File: config.mk
export PLATFORM = sky130hd
export DESIGN_NAME = bcpe_fifo
export DESIGN_NICKNAME = d
export VERILOG_FILES = /design/src/rtl/core/bcpe_fifo.sv
export SDC_FILE = /design/constraint.sdc
export NUM_CORES = 1
export LEC_CHECK = 0
export ABC_AREA = 1
export BUFFER_PORTS_ARGS = -buffer_cell sky130_fd_sc_hd__clkbuf_2
export CAP_MARGIN = 20
export CORE_AREA = 10 10 47 49
export CTS_BUF_LIST = sky130_fd_sc_hd__clkbuf_4 sky130_fd_sc_hd__clkbuf_8
export DETAILED_ROUTE_END_ITERATION = 16
export DIE_AREA = 0 0 57 59
export SYNTH_ARGS = -nofsm -noshare
export SYNTH_HDL_FRONTEND = slang
export SYNTH_SLANG_ARGS = --single-unit
File: constraint.sdc
create_clock -name clk -period 1.6 [get_ports clk]
set_input_delay 0.24 -clock clk [delete_from_list [all_inputs] [get_ports clk]]
set_output_delay 0.24 -clock clk [all_outputs]
set_load 0.02 [all_outputs]
File: src/rtl/core/bcpe_fifo.sv
// ----------------------------------------------------------------------------
// bcpe_fifo
// Small register queue with push/full and pop/empty sides.
// ----------------------------------------------------------------------------
module bcpe_fifo #(
	parameter type T = logic,
	parameter int DEPTH = 2
) (
	input  logic clk,
	input  logic arst_n,
	input  logic push,
	output logic full,
	input  T     wr_data,
	input  logic pop,
	output logic empty,
	output T     rd_data
);

	localparam int PW = (DEPTH > 1) ? $clog2(DEPTH) : 1;
	localparam int CW = $clog2(DEPTH + 1);

	T                mem_q [DEPTH];
	logic [PW-1:0]   wr_ptr_q;
	logic [PW-1:0]   rd_ptr_q;
	logic [CW-1:0]   count_q;
	logic            do_push;
	logic            do_pop;

	assign full    = (count_q == CW'(DEPTH));
	assign empty   = (count_q == '0);
	assign do_push = push & ~full;
	assign do_pop  = pop & ~empty;
	assign rd_data = mem_q[rd_ptr_q];

	// storage
	always_ff @(posedge clk) begin
		if (do_push)
			mem_q[wr_ptr_q] <= wr_data;
	end

	// pointers and fill count
	always_ff @(posedge clk or negedge arst_n) begin
		if (!arst_n) begin
			wr_ptr_q <= '0;
			rd_ptr_q <= '0;
			count_q  <= '0;
		end else begin
			if (do_push)
				wr_ptr_q <= (wr_ptr_q == PW'(DEPTH - 1)) ? '0 : wr_ptr_q + 1'b1;
			if (do_pop)
				rd_ptr_q <= (rd_ptr_q == PW'(DEPTH - 1)) ? '0 : rd_ptr_q + 1'b1;
			if (do_push && !do_pop)
				count_q <= count_q + 1'b1;
			else if (!do_push && do_pop)
				count_q <= count_q - 1'b1;
		end
	end

endmodule

==> reports/metrics.csv <==
stage;metric;value;unit
logic_synthesis;Yosys cell types;12;
place;Area after DPL;360.3;µm²
logic_synthesis;Gate Count Post-Synth;37;
grt;global route overflow;0;
clock_tree;CTS root buf;clkbuf_4;
logic_synthesis;#FFs+latches synth;6;
die;Die H;59;µm
setup_path;Critical Path Fanout Max;7;
clock_tree;CTS tree;yes;
clock_tree;CTS Buf Count;3;
drt;Avg WL per Cell;9.123;µm
drt;DR vias/cell;3.831;
drt;initial drt markers;7;
finish;area grow syn2layout;31.15;%
drt;DRC errors left;0;
power;P_leak;0.2200;nW
clock_tree;post_cts resized;0;
grt;GRT Total Usage;4.071;%
sta;final count of negative-setup-slack endpoints;0;
setup_path;critical path's most frequent cell;nand2_1;
clock_tree;Setup Buffers After CTS;0;
drt;Final ANT Viol Nets;0;
place;hpwl dp;489.7;µm
grt;initial antenna violation count;0;
logic_synthesis;Synth area leaders;dfrtp_1 33%, edfxtp_1 20%, nand2_1 15%;
setup_path;WP data required;1.73;ns
die;DIE AREA;3363;µm²
die;row count;14;
die;IO Pins;8;
die;Starting Density;21.79;%
sta;min Tclk post-route;1.404;ns
setup_path;Worst Path Class, Setup;reg2reg;
die;core area;1401;µm²
sta;setup repair after global routing missed its margin;false;
setup_path;Crit path buffers/inverters;1;
clock_tree;CTS Hold Bufs;1;
sta;actual slew at the worst max-slew pin;0.2612;ns
power;Power, Total;0.7919;mW
clock_tree;deepest clock path buffer count;2;
clock_tree;insertion delay to the later sink of the worst-skew pair;0.25;ns
power;VDD IR max;805.0;µV
finish;layout cell share with drive strength beyond 1;26.53;%
outcome;status;finished clean;
logic_synthesis;cell with the most instances after synthesis;nand2_1;
sta;Final Skew;0.005226;ns
logic_synthesis;Seq/Total Area, Yosys;52.46;%
setup_path;Crit. End Element;flip-flop;
logic_synthesis;Commonest cells post-synth;12 x nand2_1, 8 x inv_1, 4 x dfrtp_1;
sta;Final period util;87.78;%
setup_path;critical path's largest stage delay;0.44;ns
finish;fin nets;56;
die;Die Width;57;µm
setup_path;CP Cell Sequence;o21ai_0, ha_1, inv_1, nand3_1, nand2_1, nand2_1;
logic_synthesis;top cell type's share of synthesized area;32.79;%
logic_synthesis;Yosys warnings;0;
logic_synthesis;Avg Synthesized Cell Area;8.251;µm²
setup_path;Worst Path Arrival;1.53;ns
setup_path;crit-path leading delay family;flip-flops;
grt;number of global-route vias before repair;247;
sta;TNS Setup;0;ns
setup_path;r2r setup slk;0.20;ns
sta;final hold violations;0;
power;Pwr per Cell Area;1978;nW/µm²
logic_synthesis;Netlist Area Pre-Place;305.3;µm²
min_path;Hold Path Class;in2reg;
run;Max-cap violations;0;
setup_path;Worst setup SP type;flip-flop;
place;PortBufs;7;
grt;first-pass GRT wire length;1.021;mm
clock_tree;clock sinks;6;
sta;max_slew headroom;82.40;%
clock_tree;clk slew on worst S/H paths;0.05;ns
sta;Fmax achieved;0.7120;GHz
logic_synthesis;Synth async-reset ratio;66.67;%
setup_path;Crit-path slowest cell;dfrtp_1;
clock_tree;H-tree levels;1;
place;GP Congestion;0.8027;
finish;ant diodes;0;
drt;drt pass-1 iters;2;
drt;via count;249;
logic_synthesis;Post-synth EDFFs;2;
drt;WL final;593;µm
logic_synthesis;Mapped Nets;43;
grt;largest net degree at the start of global routing;8;
logic_synthesis;Synth Flop Type;dfrtp_1;
logic_synthesis;Synth area leader;dfrtp_1;
sta;max-slew violation count;0;
finish;Non-Filler Cell Area, Final;400.4;µm²
==> worst reg2reg max path, cell delays in order (launching register included) <==
cell and delay [ns]:
dfrtp_1 0.44, o21ai_0 0.27, ha_1 0.31, inv_1 0.08
nand3_1 0.08, nand2_1 0.06, nand2_1 0.06
==> kinds of logic (layout without fill, tap and decap cells) <==
kind of cell	after synthesis	after routing	synth area share (%)
compound gates	2	2	3.279
xor+xnor	1	1	2.869
simple gates	19	19	27.46
flops	6	6	52.46
fa+ha+maj	1	1	4.098
buf+inv	8	20	9.836
==> flip-flops by register name (all words and copies together), names as in the netlist <==
register	cells
wr_ptr_q	1
mem_q	2
count_q	2
rd_ptr_q	1
==> metrics by stage <==
stage	worst slack, ns	instances	hold WS [ns]	utilization (%)
6_report	0.1956	65	0.1814	28.57
5_1_grt	0.09911	65	0.1750	28.57
4_1_cts	0.2128	65	0.1720	28.57
3_5_place_dp	0.2223	60	0.05323	25.71
3_3_place_gp	0.2473	60	0.05382	25.71
2_1_floorplan	0.2010	37	-0.05559	-
==> power breakdown <==
| group | total [mW] | internal [mW] | switching (mW) |
|---|---|---|---|
| combinational | 0.338 | 0.128 | 0.211 |
| sequential | 0.282 | 0.227 | 0.0549 |
| clock | 0.172 | 0.112 | 0.0599 |
==> path summary, 6_finish.rpt <==
kind,startpoint,endpoint,cells past startpoint
setup / recovery,count_q[0]$_DFFE_PN0P_,count_q[1]$_DFFE_PN0P_,6
hold / removal,wr_data,mem_q[1]$_DFFE_PP_,1
setup reg to reg,count_q[0]$_DFFE_PN0P_,count_q[1]$_DFFE_PN0P_,6
hold reg to reg,wr_ptr_q$_DFFE_PN0N_,wr_ptr_q$_DFFE_PN0N_,2
max in group asynchronous,arst_n,rd_ptr_q$_DFFE_PN0P_,2
min in group asynchronous,arst_n,wr_ptr_q$_DFFE_PN0N_,2
==> cell usage in the layout, fill, tap and decap left out, types with 2 or more instances in the layout <==
cell type,instances
nand2_1,12
inv_1,8
clkbuf_2,7
clkbuf_4,4
dfrtp_1,4
nor2_1,2
nor2_2,2
o21ai_0,2
edfxtp_1,2
==> layer usage <==
layer	GRT usage, %	vias to the layer above	share of wire [%]
met3	2.575	0	6.6
li1	-	138	-
met4	4.027	0	0
met1	5.018	104	56
met5	0	-	0
met2	4.341	7	37
==> final cells by class <==
type / count / area, µm²
Tap cell: 16 / 20.02
Sequential cell: 6 / 160.2
Clock buffer: 4 / 30.03
Inverter: 8 / 30.03
Fill cell: 161 / 1001
Multi-Input combinational cell: 23 / 115.1
Timing Repair Buffer: 8 / 45.04
(Power assumes the default switching activity.)
