[src/rtl/core/bcpe_pkg.sv]
// ----------------------------------------------------------------------------
// bcpe_pkg
// Shared types and constants of the B-spline curve point evaluator.
// ----------------------------------------------------------------------------
package bcpe_pkg;

	// item modes
	localparam logic [1:0] MODE_KNOT  = 2'd0;
	localparam logic [1:0] MODE_POINT = 2'd1;
	localparam logic [1:0] MODE_EVAL  = 2'd2;

	// result status codes
	localparam logic [1:0] ST_EVAL   = 2'd0;
	localparam logic [1:0] ST_STORED = 2'd1;
	localparam logic [1:0] ST_REJECT = 2'd2;

	// configuration register indexes
	localparam logic CFG_DEGREE = 1'b0;
	localparam logic CFG_POINTS = 1'b1;

	// t = 1.0 in Q1.16, basis 1.0 in Q1.30
	localparam logic [16:0]        T_ONE     = 17'd65536;
	localparam logic signed [31:0] BASIS_ONE = 32'sh4000_0000;

	localparam logic [1:0] DEGREE_RESET = 2'd3;
	localparam logic [4:0] POINTS_RESET = 5'd4;

	// input item
	typedef struct packed {
		logic [1:0]         mode;
		logic [4:0]         index;
		logic signed [19:0] knot_value;
		logic signed [31:0] point_x;
		logic signed [31:0] point_y;
		logic signed [31:0] point_z;
		logic [16:0]        param_t;
	} in_item_t;

	// result item
	typedef struct packed {
		logic signed [31:0] curve_x;
		logic signed [31:0] curve_y;
		logic signed [31:0] curve_z;
		logic [4:0]         span;
		logic [1:0]         status;
	} out_item_t;

	// classified command from front to back
	typedef enum logic [1:0] {
		CMD_KNOT,
		CMD_POINT,
		CMD_EVAL,
		CMD_REJECT
	} cmd_kind_t;

	typedef struct packed {
		cmd_kind_t          kind;
		logic [4:0]         index;
		logic signed [19:0] knot_value;
		logic signed [31:0] point_x;
		logic signed [31:0] point_y;
		logic signed [31:0] point_z;
		logic [16:0]        param_t;
	} cmd_t;

	// saturate a 33-bit sum to 32 bits
	function automatic logic signed [31:0] sat33(input logic signed [32:0] v);
		logic signed [31:0] r;
		if (v[32] != v[31])
			r = v[32] ? 32'sh8000_0000 : 32'sh7fff_ffff;
		else
			r = v[31:0];
		return r;
	endfunction

endpackage

[src/rtl/core/bcpe_fifo.sv]
// ----------------------------------------------------------------------------
// bcpe_fifo
// Small register queue with push/full and pop/empty sides.
// ----------------------------------------------------------------------------
module bcpe_fifo #(
	parameter type T = logic,
	parameter int DEPTH = 2
) (
	input  logic clk,
	input  logic arst_n,
	input  logic push,
	output logic full,
	input  T     wr_data,
	input  logic pop,
	output logic empty,
	output T     rd_data
);

	localparam int PW = (DEPTH > 1) ? $clog2(DEPTH) : 1;
	localparam int CW = $clog2(DEPTH + 1);

	T                mem_q [DEPTH];
	logic [PW-1:0]   wr_ptr_q;
	logic [PW-1:0]   rd_ptr_q;
	logic [CW-1:0]   count_q;
	logic            do_push;
	logic            do_pop;

	assign full    = (count_q == CW'(DEPTH));
	assign empty   = (count_q == '0);
	assign do_push = push & ~full;
	assign do_pop  = pop & ~empty;
	assign rd_data = mem_q[rd_ptr_q];

	// storage
	always_ff @(posedge clk) begin
		if (do_push)
			mem_q[wr_ptr_q] <= wr_data;
	end

	// pointers and fill count
	always_ff @(posedge clk or negedge arst_n) begin
		if (!arst_n) begin
			wr_ptr_q <= '0;
			rd_ptr_q <= '0;
			count_q  <= '0;
		end else begin
			if (do_push)
				wr_ptr_q <= (wr_ptr_q == PW'(DEPTH - 1)) ? '0 : wr_ptr_q + 1'b1;
			if (do_pop)
				rd_ptr_q <= (rd_ptr_q == PW'(DEPTH - 1)) ? '0 : rd_ptr_q + 1'b1;
			if (do_push && !do_pop)
				count_q <= count_q + 1'b1;
			else if (!do_push && do_pop)
				count_q <= count_q - 1'b1;
		end
	end

endmodule

[src/rtl/core/bcpe_front.sv]
// ----------------------------------------------------------------------------
// bcpe_front
// Takes input items, sorts them into knot store, point store, evaluate or
// reject, and queues the commands for the back end.
// ----------------------------------------------------------------------------
module bcpe_front import bcpe_pkg::*; #(
	parameter int MAX_POINTS = 16,
	parameter int MAX_KNOTS  = 20
) (
	input  logic     clk,
	input  logic     arst_n,
	input  logic     push,
	output logic     full,
	input  in_item_t item,
	input  logic     cmd_pop,
	output logic     cmd_empty,
	output cmd_t     cmd
);

	cmd_t cls;

	// classify by mode, index range and t range
	always_comb begin
		cls.index      = item.index;
		cls.knot_value = item.knot_value;
		cls.point_x    = item.point_x;
		cls.point_y    = item.point_y;
		cls.point_z    = item.point_z;
		cls.param_t    = item.param_t;
		unique case (item.mode)
			MODE_KNOT:  cls.kind = (int'(item.index) < MAX_KNOTS) ? CMD_KNOT : CMD_REJECT;
			MODE_POINT: cls.kind = (int'(item.index) < MAX_POINTS) ? CMD_POINT : CMD_REJECT;
			MODE_EVAL:  cls.kind = (item.param_t > T_ONE) ? CMD_REJECT : CMD_EVAL;
			default:    cls.kind = CMD_REJECT;
		endcase
	end

	// command queue to the back end
	bcpe_fifo #(
		.T     (cmd_t),
		.DEPTH (2)
	) u_cmd_fifo (
		.clk     (clk),
		.arst_n  (arst_n),
		.push    (push),
		.full    (full),
		.wr_data (cls),
		.pop     (cmd_pop),
		.empty   (cmd_empty),
		.rd_data (cmd)
	);

endmodule

[config.mk]
export PLATFORM = sky130hd
export DESIGN_NAME = bcpe_front
export DESIGN_NICKNAME = d
export VERILOG_FILES = /design/src/rtl/core/bcpe_pkg.sv /design/src/rtl/core/bcpe_fifo.sv /design/src/rtl/core/bcpe_front.sv
export SDC_FILE = /design/constraint.sdc
export NUM_CORES = 1
export LEC_CHECK = 0
export BUFFER_PORTS_ARGS = -buffer_cell sky130_fd_sc_hd__buf_2
export CORE_UTILIZATION = 40
export CTS_CLUSTER_SIZE = 40
export DETAILED_ROUTE_END_ITERATION = 8
export SLEW_MARGIN = 40
export SYNTH_ARGS = -nofsm -noshare
export SYNTH_HDL_FRONTEND = slang
export SYNTH_HIERARCHICAL = 1
export SYNTH_SLANG_ARGS = --single-unit
export TNS_END_PERCENT = 100
[constraint.sdc]
create_clock -name clk -period 10.75 [get_ports clk]
set_input_delay 0.5375 -clock clk [delete_from_list [all_inputs] [get_ports clk]]
set_output_delay 0.5375 -clock clk [all_outputs]
set_load 0.01 [all_outputs]
==> flow_summary.ini, run 1 <==
[setup_path]
critPathMaxFanout = 55
crit_arrival_ns = 2.48
r2r_cells = 4
worstPathRequired_ns = 10.21
critPathKind = flip-flop to output port
critPathMaxStageDelay_ns = 0.72
r2r-start = u_cmd_fifo/count_q[0]
reg2reg_slack_ns = 8.23
worstPathCellList = buf_6 -> mux2_4 -> buf_2
timing.rr.end = u_cmd_fifo/mem_q[1][68]
cpMaxStageDelayCell = dfrtp_4
end_kind = output port
worstSetupStartpointType = flip-flop

[floorplan]
die_w_um = 166
die_area_um2 = 27600
initial_core_util_pct = 41.1
fp.dieH_um = 166
core_area_um2 = 26200
num_rows = 59
io_pins = 286

[detailed_routing]
drt.antenna.violating_nets = 0
drt-total-wl_um = 20600
drc = 44
met1Wirelength_um = 8600
drt_iter0_markers = 384
vias = 5374
met2WireLength_um = 9300
first_pass_iters = 8
viasPerCell = 4.73
top_layer = met5
dr_wl_met3_um = 2240
wire_per_inst_um = 18.2

[clock_tree]
htreeDepth = 1
cts_buffers = 30
cts_root_buf = clkbuf_16
clk_pin_slew_ns = 0.06
clock_tree.buffer_depth = 3
cts_resized = 0
insertion_delay_ns = 0.54
clock_sinks = 284
cts_tree = yes

[synthesis]
async_flop_share_pct = 1.41
ys.flop_type = edfxtp_1
synth_compound_area_share_pct = 0.209
synth_mux_area_share_pct = 17.8
synth-simple-area-share_pct = 0.942
synth_top_area_cell = edfxtp_1
synth-edff-count = 280
synthTopCellsByArea = edfxtp_1 (78%), mux2_4 (13%), mux2_2 (5.2%)
synth_warnings = 6
postSynthCellCount = 465
yosys.area_share.adder_pct = 0.116
synth_top_cell_area_share_pct = 78.1
avgSynthCellArea_um2 = 23.1
synth.distinct_cells = 21
synth_seq_cells = 284
yosys.area_share.xor_xnor_pct = 0.407
ys_seq_area_share_pct = 79.1
synth_top_family_by_area = multiplexers
synth_nets = 610
syn_area_um2 = 10800

[layout]
layout-drive-gt1-share_pct = 60.4
nNetsFinal = 918
syn_to_final_growth_pct = 25.6
nFillCells = 2124
stdcell_area_um2 = 13500

[global_route]
grt-ovfl-total = 0
grt_pass1_vias = 5701
antenna_found_initial = 4
grt_max_degree = 75
grt_pass1_wl_um = 31600
track_usage_pct = 14.7

[hold_path]
holdPathEnd = u_cmd_fifo/mem_q[0][18]
hp-class = input port to flip-flop
hp-start = item[18]
holdPathStages = 1

[flow_run]
maxCapViolations = 0

[timing]
layout_min_cycle_time_ns = 3.02
fmaxAchievable_mhz = 332
rsz0062_at_grt = false
max-slew-margin-rel_pct = 44.5
finClkSkew_ns = 0.0115
tightestPinTransition_ns = 0.833
hold_violations = 0
setup_viol = 0
setup_tns_ns = 0
period_share_pct = 28.1
drv_slew = 0

[power]
comb_power_share_pct = 30.6
power_density_nw_per_um2 = 273
swShare_pct = 28.6
internal_power_mw = 2.64
p_leak_nw = 5.28
seqPwrFrac_pct = 43.2
peakVddDrop_mv = 0.178
pwr-share-clk_pct = 26.2
p_switching_mw = 1.06

[placed_design]
port_buffers = 285
gp_congestion = 0.763
hpwl_um = 13900
post_dp_cell_area_um2 = 12500

[status]
violations = design-rule violations
status = finished, violations left
## worst max-delay path by stage
stage                           from                       end  slack (ns)  cells after the start
6_report         u_cmd_fifo/rd_ptr_q                   cmd[55]        7.73                      3
5_1_grt          u_cmd_fifo/rd_ptr_q                   cmd[72]        7.62                      3
4_1_cts          u_cmd_fifo/rd_ptr_q                  cmd[113]        7.67                      3
3_5_place_dp                    push   u_cmd_fifo/mem_q[1][67]        8.19                      4
3_3_place_gp                    push  u_cmd_fifo/mem_q[1][120]        7.87                      3
2_1_floorplan  u_cmd_fifo/count_q[0]    u_cmd_fifo/mem_q[0][0]        3.65                      3
## registers in the layout, indices dropped and copies added (netlist names)
register / count
u_cmd_fifo/count_q: 2
u_cmd_fifo/mem_q: 280
u_cmd_fifo/rd_ptr_q: 1
u_cmd_fifo/wr_ptr_q: 1
## cell type report
class                   count  area, µm²  share of cell area [%]
diodes                      4       10.0                  0.0741
repair buffers            292       1510                    11.2
clock inverters            20        151                    1.12
flip-flops and latches    284       8510                    63.0
clock buffers              36        795                    5.88
well taps                 335        419                    3.10
multi-input cells         163       2110                    15.6
inverters                   2       7.51                  0.0556
## Yosys cell counts, types with 2 or more instances
cell type and number:
dfrtp_1 4, buf_2 5, inv_1 2, nor4_2 4
edfxtp_1 280, xor2_1 2, nand2b_1 2, xnor2_1 3
mux2_2 50, mux2_4 90, nor2_1 4, buf_6 10
## critical path: cells and delay by family (launching register included)
family   cells  cell delay [ns]
buf+inv      2             0.75
flops        1             0.72
mux          1             0.37
## cells by family after synthesis
group                      after synthesis
DFF                                    284
adders and majority gates                1
muxes                                  140
xor gates and xnor gates                 5
and+or+nand+nor                         14
AOI/OAI and AO/OA                        3
buffers and inverters                   18
## placed cells by master (no fill, tap or decap), types with 2 or more instances in the layout
cell type and count:
buf_2 285, edfxtp_1 280, mux2_4 90, mux2_2 50, clkbuf_16 31, clkinv_2 9
clkinv_1 8, clkbuf_1 5, buf_6 5, diode_2 4, nor4_2 4, nor2_1 3
xnor2_1 3, dfrtp_1 3, nand2b_1 2, bufinv_16 2, inv_1 2, xor2_1 2
## timing repair
action | CTS | global route
hold buffers | 1 | 0
hold endpoints to repair | 4 | 0
buffers inserted | 0 | 0
## routing by layer
layer	vias to the layer above	GRT usage, %
met4	4	5.00
met1	2612	18.6
met5	-	0
li1	2484	-
met3	46	5.65
met2	228	23.2
## through the flow
stage,total power [mW],setup slack [ns],utilization [%],std cells,hold slack [ns]
floorplan,2.43,3.65,-,465,0.242
global placement,2.74,7.87,47.7,1074,0.351
detailed placement,2.78,8.19,47.9,1075,0.359
CTS,3.75,7.67,51.5,1132,0.157
global route,3.88,7.62,51.5,1133,0.156
finish,3.70,7.73,51.6,1136,0.186
## power groups by stage
| stage | logic, mW | registers [mW] | clock network (mW) |
|---|---|---|---|
| after floorplan | 0.801 | 1.63 | 0 |
| after global placement | 1.13 | 1.61 | 0 |
| after detailed placement | 1.15 | 1.63 | 0 |
| after CTS | 1.15 | 1.60 | 0.995 |
| after global routing | 1.21 | 1.62 | 1.04 |
| final | 1.13 | 1.60 | 0.967 |
Note: power is estimated with default switching activity, not from simulation.
==> run 2: changes to the inputs <==
==> constraint.sdc (replaced) <==
create_clock -name clk -period 3.15 [get_ports clk]
set_input_delay 0.1575 -clock clk [delete_from_list [all_inputs] [get_ports clk]]
set_output_delay 0.1575 -clock clk [all_outputs]
set_load 0.01 [all_outputs]
==> run 2 against run 1 <==
  * First-iteration DRC count fell by 23%
  * Register-to-register slack got worse by 7.1 ns
  * Design area rose by 11%
  * The flow still finishes with violations (design-rule violations)
  * Sequential power rose to 3.4 times the previous value
  * Critical path type unchanged
  * Die area did not move
  * Worst setup slack got worse by 6.9 ns
  * Wire length rose by 3.3%
==> flow_summary.ini, run 2 (same netlist as run 1, synthesis figures left out) <==
[hold_path]
hp-start = item[29]
holdPathEnd = u_cmd_fifo/mem_q[0][29]
hp-class = input port to flip-flop
holdPathStages = 2

[global_route]
grt_max_degree = 141
grt_pass1_vias = 6396
grt-ovfl-total = 0
antenna_found_initial = 2
grt_pass1_wl_um = 32800
track_usage_pct = 15.0

[layout]
top_register = u_cmd_fifo/mem_q
final_cell_mix = buf_2 (285), edfxtp_1 (280), dlygate4sd3_1 (145)
largest_reg_flops = 280
syn_to_final_growth_pct = 39.3
nNetsFinal = 1061
final_common_cell = buf_2
reg.largest.list = u_cmd_fifo/mem_q (280), u_cmd_fifo/count_q (2)
layout-drive-gt1-share_pct = 51.7

[timing]
finClkSkew_ns = 0.00623
drv_slew = 0
tightestPinTransition_ns = 0.535
final.setup.worst_slack_ns = 0.795
hold_violations = 0
fmaxAchievable_mhz = 425
max-slew-margin-rel_pct = 64.3
layout_min_cycle_time_ns = 2.35
setup_tns_ns = 0
period_share_pct = 74.8
worst_hold_slack_ns = 0.349
rsz0062_at_grt = false
setup_viol = 0

[floorplan]
die_w_um = 166
initial_core_util_pct = 41.1
fp.dieH_um = 166
die_area_um2 = 27600
num_rows = 59
core_area_um2 = 26200
io_pins = 286

[setup_path]
critPathMaxStageDelay_ns = 0.62
end_kind = output port
critPathMaxFanout = 64
timing.rr.end = u_cmd_fifo/mem_q[1][10]
worstPathCellList = buf_12 -> mux2_2 -> buf_2
worstPathRequired_ns = 2.99
critPathKind = flip-flop to output port
reg2reg_slack_ns = 1.16
r2r-start = u_cmd_fifo/count_q[0]
cpMaxStageDelayCell = dfrtp_4
crit_arrival_ns = 2.20
worstSetupStartpointType = flip-flop
r2r_cells = 4

[flow_run]
maxCapViolations = 0

[detailed_routing]
vias = 5841
viasPerCell = 4.58
drc = 19
drt_iter0_markers = 295
drt.antenna.violating_nets = 0
first_pass_iters = 6
wire_per_inst_um = 16.7
drt-total-wl_um = 21300

[clock_tree]
cts_root_buf = clkbuf_16
cts_setup_buffers = 0
htreeDepth = 1
cts_tree = yes
cts_buffers = 29
insertion_delay_ns = 0.53
clock_sinks = 284
clock_tree.buffer_depth = 3
clk_pin_slew_ns = 0.06

[power]
peakVddDrop_mv = 0.590
p_leak_nw = 5.90
power_density_nw_per_um2 = 852

[status]
violations = design-rule violations
status = finished, violations left

[placed_design]
port_buffers = 285
dp_slack_ns = 1.26
hpwl_um = 12700
gp_congestion = 0.731
==> run 2: how the worst max path moves through the flow <==
stage                               start                      end  slack, ns  depth (start not counted)
CTS                   u_cmd_fifo/rd_ptr_q                 cmd[117]       0.78                          3
global route          u_cmd_fifo/rd_ptr_q                 cmd[117]       0.70                          3
floorplan           u_cmd_fifo/count_q[0]   u_cmd_fifo/mem_q[0][0]       0.01                          3
detailed placement  u_cmd_fifo/count_q[0]  u_cmd_fifo/mem_q[0][88]       1.26                          4
finish                u_cmd_fifo/rd_ptr_q                 cmd[117]       0.80                          3
global placement    u_cmd_fifo/count_q[0]  u_cmd_fifo/mem_q[0][56]       1.34                          4
==> run 2: cell type report <==
type                       count  area [µm²]
tap                          335         419
timing repair buffer         436        3010
clock inverter                16         138
multi-input combinational    163        2120
inverter                       2        7.51
sequential                   284        8510
antenna                        2        5.00
clock buffer                  36         782
fill                        1982       11200
==> run 2: power by group <==
part	internal [mW]	switching (mW)	total, mW
registers	5.17	0.261	5.43
logic	2.07	2.03	4.10
clock network	1.92	1.33	3.25
total	9.15	3.63	12.8
==> run 2: what timing repair did <==
action	4_1_cts	5_1_grt
gates resized for setup	0	0
endpoints found under the hold margin	286	0
hold buffers	145	0
==> run 2: per-layer routing <==
metal | GRT usage (%) | vias to the layer above | routed length, µm
li1 | - | 2761 | -
met1 | 18.3 | 2825 | 8640
met2 | 26.0 | 226 | 10300
met3 | 4.41 | 29 | 1950
met4 | 4.02 | 0 | 365
met5 | 0 | - | 0
==> run 2: per-stage QoR <==
step / total power, mW / area (µm²) / cells / utilization (%)
5_1_grt: 13.4 / 15000 / 1274 / 57.2
4_1_cts: 12.9 / 14900 / 1270 / 57.0
6_report: 12.8 / 15000 / 1274 / 57.2
3_5_place_dp: 9.47 / 12600 / 1073 / 47.9
3_3_place_gp: 9.38 / 12600 / 1073 / 47.9
2_1_floorplan: 8.19 / 10800 / 465 / -
==> run 2: critical path, delay by kind of cell (launching register included) <==
family / cells / cell delay, ns
DFF: 1 / 0.62
buffers and inverters: 2 / 0.54
muxes: 1 / 0.39
